`config.mk`:
```
export PLATFORM = sky130hd
export DESIGN_NAME = fps_ctrl
export DESIGN_NICKNAME = d
export VERILOG_FILES = /design/src/rtl/core/fps_pkg.sv /design/src/rtl/core/fps_ctrl.sv
export SDC_FILE = /design/constraint.sdc
export NUM_CORES = 1
export LEC_CHECK = 0
export ABC_AREA = 1
export BUFFER_PORTS_ARGS = -buffer_cell sky130_fd_sc_hd__buf_2
export CAP_MARGIN = 30
export CORE_AREA = 2 2 39 41
export CTS_CLUSTER_DIAMETER = 40
export DETAILED_ROUTE_END_ITERATION = 10
export DIE_AREA = 0 0 41 43
export GPL_TIMING_DRIVEN = 0
export HOLD_SLACK_MARGIN = 0.06
export PLACE_DENSITY = 0.49
export RECOVER_POWER = 100
export SYNTH_ARGS = -nofsm -noshare
export SYNTH_HDL_FRONTEND = slang
export SYNTH_SLANG_ARGS = --single-unit
```
`constraint.sdc`:
```
create_clock -name clk -period 2.18 [get_ports clk]
set_clock_uncertainty 0.15 [all_clocks]
set_input_delay 0.109 -clock clk [delete_from_list [all_inputs] [get_ports clk]]
set_output_delay 0.109 -clock clk [all_outputs]
set_load 0.02 [all_outputs]
```
`src/rtl/core/fps_pkg.sv`:
```
package fps_pkg;

	// Default stack depth in words.
	localparam int unsigned DEPTH_DEF = 1024;

	localparam int unsigned WORD_W   = 32;
	localparam int unsigned CMD_W    = 3;
	localparam int unsigned OFFSET_W = 11;
	localparam int unsigned COUNT_W  = 11;
	localparam int unsigned REL_W    = 12;
	localparam int unsigned FRAME_W  = 10;
	localparam int unsigned STATUS_W = 2;

	typedef enum logic [CMD_W-1:0] {
		CMD_PUSH       = 3'd0,
		CMD_POP        = 3'd1,
		CMD_PUSH_REP   = 3'd2,
		CMD_POP_REP    = 3'd3,
		CMD_PUSH_FRAME = 3'd4,
		CMD_POP_FRAME  = 3'd5,
		CMD_LOAD       = 3'd6,
		CMD_STORE      = 3'd7
	} cmd_t;

	typedef enum logic [STATUS_W-1:0] {
		ST_OK    = 2'd0,
		ST_OVER  = 2'd1,
		ST_UNDER = 2'd2,
		ST_RANGE = 2'd3
	} status_t;

	// Commands from the controller to the datapath.
	typedef struct packed {
		logic latch;
		logic rd_issue;
		logic fill_step;
		logic commit;
		logic fill_end;
	} ctl_cmd_t;

	// Status from the datapath to the controller.
	typedef struct packed {
		logic need_read;
		logic need_fill;
		logic fill_done;
		logic out_free;
	} ctl_sts_t;

endpackage

```
`src/rtl/core/fps_ctrl.sv`:
```
module fps_ctrl (
	input  logic              clk,
	input  logic              arst_n,
	input  logic              req_valid,
	output logic              req_ready,
	input  fps_pkg::ctl_sts_t sts,
	output fps_pkg::ctl_cmd_t cmd
);

	typedef enum logic [1:0] {
		S_IDLE,
		S_EXEC,
		S_FILL,
		S_RDWAIT
	} state_t;

	state_t state_q;
	state_t state_nx;
	logic   ready_q;

	always_comb begin
		state_nx = state_q;
		cmd      = '0;
		case (state_q)
			S_IDLE: begin
				if (req_valid && ready_q) begin
					cmd.latch = 1'b1;
					state_nx  = S_EXEC;
				end
			end
			S_EXEC: begin
				if (sts.need_read) begin
					cmd.rd_issue = 1'b1;
					state_nx     = S_RDWAIT;
				end else if (sts.need_fill) begin
					state_nx = S_FILL;
				end else if (sts.out_free) begin
					cmd.commit = 1'b1;
					state_nx   = S_IDLE;
				end
			end
			S_FILL: begin
				if (!sts.fill_done) begin
					cmd.fill_step = 1'b1;
				end else if (sts.out_free) begin
					cmd.fill_end = 1'b1;
					state_nx     = S_IDLE;
				end
			end
			S_RDWAIT: begin
				if (sts.out_free) begin
					cmd.commit = 1'b1;
					state_nx   = S_IDLE;
				end
			end
			default: begin
				state_nx = S_IDLE;
			end
		endcase
	end

	always_ff @(posedge clk or negedge arst_n) begin
		if (!arst_n) begin
			state_q <= S_IDLE;
			ready_q <= 1'b1;
		end else begin
			state_q <= state_nx;
			ready_q <= (state_nx == S_IDLE);
		end
	end

	assign req_ready = ready_q;

endmodule

```
---- Word-level counts from Yosys, hierarchy flattened ----
Cells that the tools add are included.
word-level totals
  output and inout port bits .............. 6
  bits in registers ....................... 3
operators by class
  multiplexer cells ....................... 18
  reductions and logical operators ........ 3
  equal/unequal tests ..................... 3
operator list
  kind                number
  $mux 1              11
  $mux 2              5
  $pmux 2 s4          1
  $eq 2x2->1 const B  2
  $logic_not 2->1     2
  $eq 2x1->1 const B  1
  $pmux 1 s2          1
  $logic_and 1x1->1   1

---- Depth between registers and ports, before layout ----
  depth in word-level cells ............... 5
  gate-level depth with buffers ........... 6

---- Worst setup path after synthesis ----
No wires, ideal clock.
  path kind ............................... register to output
  start ................................... register state_q[1]
  end ..................................... output cmd[0] (netlist name)
  arrival ................................. 1.182 ns
  setup slack ............................. 0.739 ns
  stages on the path, launching flop included .. 3
  data required time ...................... 1.921 ns
  path through ............................ dfrtp_1 > inv_2 > nor4_1
RTL lines
  what                    line            text
  from (decl)             fps_ctrl.sv:17  state_t state_q;
  from (signal assigned)  fps_ctrl.sv:67  state_q <= state_nx;
  to (decl)               fps_ctrl.sv:7   output fps_pkg::ctl_cmd_t cmd

==> results.yml <==
outcome:
  status: "finished, final reports clean"
drt:
  ant_nets: 0
  vias: 240
  wl_um: 520
  dr.pass1.iters: 2
  drc: 0
  drtIter0Drc: 1
  post_drt_wl_per_cell_um: 8.13
  vias_per_cell: 3.75
sta:
  fin_crit_ns: 1.57
  max_freq_mhz: 636
  finalSetupTns_ns: 0
  rsz0062_at_grt: "no"
  report.final.slew_viol_count: 0
  period_share_pct: 72.1
  worst_slack_ns: 0.609
  slew_headroom_pct: 84.3
  setup_viol: 0
  worstMarginPinSlew_ns: 0.233
  hold_viol_final: 0
worst_setup_path:
  cp_max_fo: 4
  worstPathCellList: "dlygate4sd3_1, buf_2, inv_1, nor4_1, clkbuf_1"
  crit_path_end_kind: "output port"
  slowest_delay_ns: 0.52
  arrival_ns: 1.31
  cp.required_ns: 1.92
  reg2reg_from: "state_q[0]$_DFF_PN0_"
  crit_path_start_kind: "primary input"
  path_class: "in -> out"
  slowest_stage: "dlygate4sd3_1"
  critPathLaunch: "sts[0]"
placement:
  gp_congestion: 0.603
  post-place-ws_ns: 0.931
  hpwl_um: 416
  io_buffers: 12
  dp.cells: 57
finish:
  n_antenna_cell: 0
  fin_util_pct: 24.3
  register_area_um2: 76.3
  nets: 56
  fillers: 169
  drive_above_1_share_pct: 35.4
  syn2layout_area_growth_pct: 60.1
  multi_input_comb_area_um2: 109
  final_cells: 64
pwr:
  power.density_nw_per_um2: 1170
  total_leakage_power_nw: 0.175
  power_mw: 0.393
  ir_drop_v: 0.000342
grt:
  grt_pass1_vias: 225
  grt_antenna_before_repair: 0
  grt_first_pass_wirelength_um: 807
  gr-total-overflow: 0
  grt_max_degree: 7
  track_usage_pct: 7.14
hold_path:
  hold_start: "sts[2]"
  hold_class: "in -> reg"
logic_synthesis:
  synth_xor_area_share_pct: 0
  synthAdderAreaFrac_pct: 0
  yosysWarningCount: 0
  syn_area_um2: 210
  synth_mux_area_share_pct: 0
  ys_types: 14
  ys_seq_area_share_pct: 36.3
  synth_top_family_by_area: "simple AND/OR/NAND/NOR gates"
  syn_avg_cell_area_um2: 7.25
  synthCells: 29
  synth-edff-count: 0
  synth_top_area_share_pct: 23.8
  yosys-top-cells-area: "dfrtp_1, dfstp_2, nand2_2, nand3_1, nor2_2"
  yosys.area.top_type: "dfrtp_1"
  syn-num-nets: 36
  ys_ff_latch: 3
  synth-simple-area-share_pct: 50.6
  ys.flop_type: "dfrtp_1"
  async_flop_share_pct: 100
  synth_compound_area_share_pct: 2.38
die:
  fp.coreArea_um2: 1380
  chipWidth_um: 41
  initial_core_util_pct: 15.2
  die_area_um2: 1760
  die_h_um: 43
  rows: 14
  io_pins: 13
clock_network:
  cts_buffers: 3
  path_clk_slew_ns: 0.04
  clockBufferDepth: 2
  cts.sinks: 3
  cts_setup_buffers: 0
  clkLatencyLatePin_ns: 0.23
  cts_tree: "built"
  cts.repair.resized: 0
  htree_num_levels: 1
  cts-root-buf: "clkbuf_4"
  cts_hold_buf: 3
run:
  cap_viol_max_count: 0
## registers in the layout, indices dropped and copies added, names as in the netlist
signal     cells
state_q        2
req_ready      1
## final timing paths
| check | endpoint | slack [ns] | depth (start not counted) |
|---|---|---|---|
| min | state_q[0]$_DFF_PN0_ | 0.06 | 4 |
| max reg2reg | req_ready$_DFF_PN1_ | 0.99 | 5 |
| max | cmd[0] | 0.61 | 5 |
| min reg2reg | state_q[0]$_DFF_PN0_ | 0.51 | 4 |
| max in group asynchronous | state_q[0]$_DFF_PN0_ | 1.12 | 3 |
| min in group asynchronous | req_ready$_DFF_PN1_ | 0.23 | 2 |
## critical path, delay by kind of cell
kind / cells / cell delay [ns]
buffers and inverters: 4 / 0.96
and+or+nand+nor: 1 / 0.24
## through the flow
| step | instance area [um^2] | hold WS [ns] |
|---|---|---|
| 2_1_floorplan | 210 | -0.337 |
| 3_3_place_gp | 290 | -0.243 |
| 3_5_place_dp | 290 | -0.243 |
| 4_1_cts | 347 | 0.0644 |
| 5_1_grt | 337 | 0.0774 |
| 6_report | 337 | 0.0617 |
## cells by family (layout without fill, tap and decap cells)
| family | count (synthesis) | count (layout) |
|---|---|---|
| and+or+nand+nor | 19 | 19 |
| buffers and inverters | 6 | 25 |
| AOI/OAI and AO/OA | 1 | 1 |
| DFF | 3 | 3 |
## placed cells by master, fill, tap and decap left out, types with 2 or more instances in the layout
cell,count
buf_2,6
clkbuf_1,7
clkbuf_4,3
dfrtp_1,2
dlygate4sd3_1,3
inv_1,5
nand2_1,4
nand2_2,2
nand3_1,3
nor2_1,3
nor2_2,2
nor3_1,2
## layer usage
metal | track usage, % | up-vias | part of all wire, %
met4 | 6.00 | 0 | 0
met2 | 10.6 | 6 | 52
met3 | 3.14 | 0 | 5.8
met1 | 7.12 | 106 | 42
met5 | 0 | - | 0
li1 | - | 128 | -
## power by group
group          internal (mW)  switching (mW)  total [mW]  leakage [nW]
clock                 0.0684          0.0265      0.0949        0.0150
sequential            0.0888          0.0259       0.115        0.0358
combinational         0.0616           0.122       0.184         0.124
## area by class of cell
type / instances / share of cell area, %
Sequential cell: 3 / 22.7
Timing Repair Buffer: 15 / 24.5
Multi-Input combinational cell: 20 / 32.3
Tap cell: 16 / 5.95
Inverter: 6 / 6.69
Clock buffer: 4 / 7.81
(Power assumes the default switching activity.)
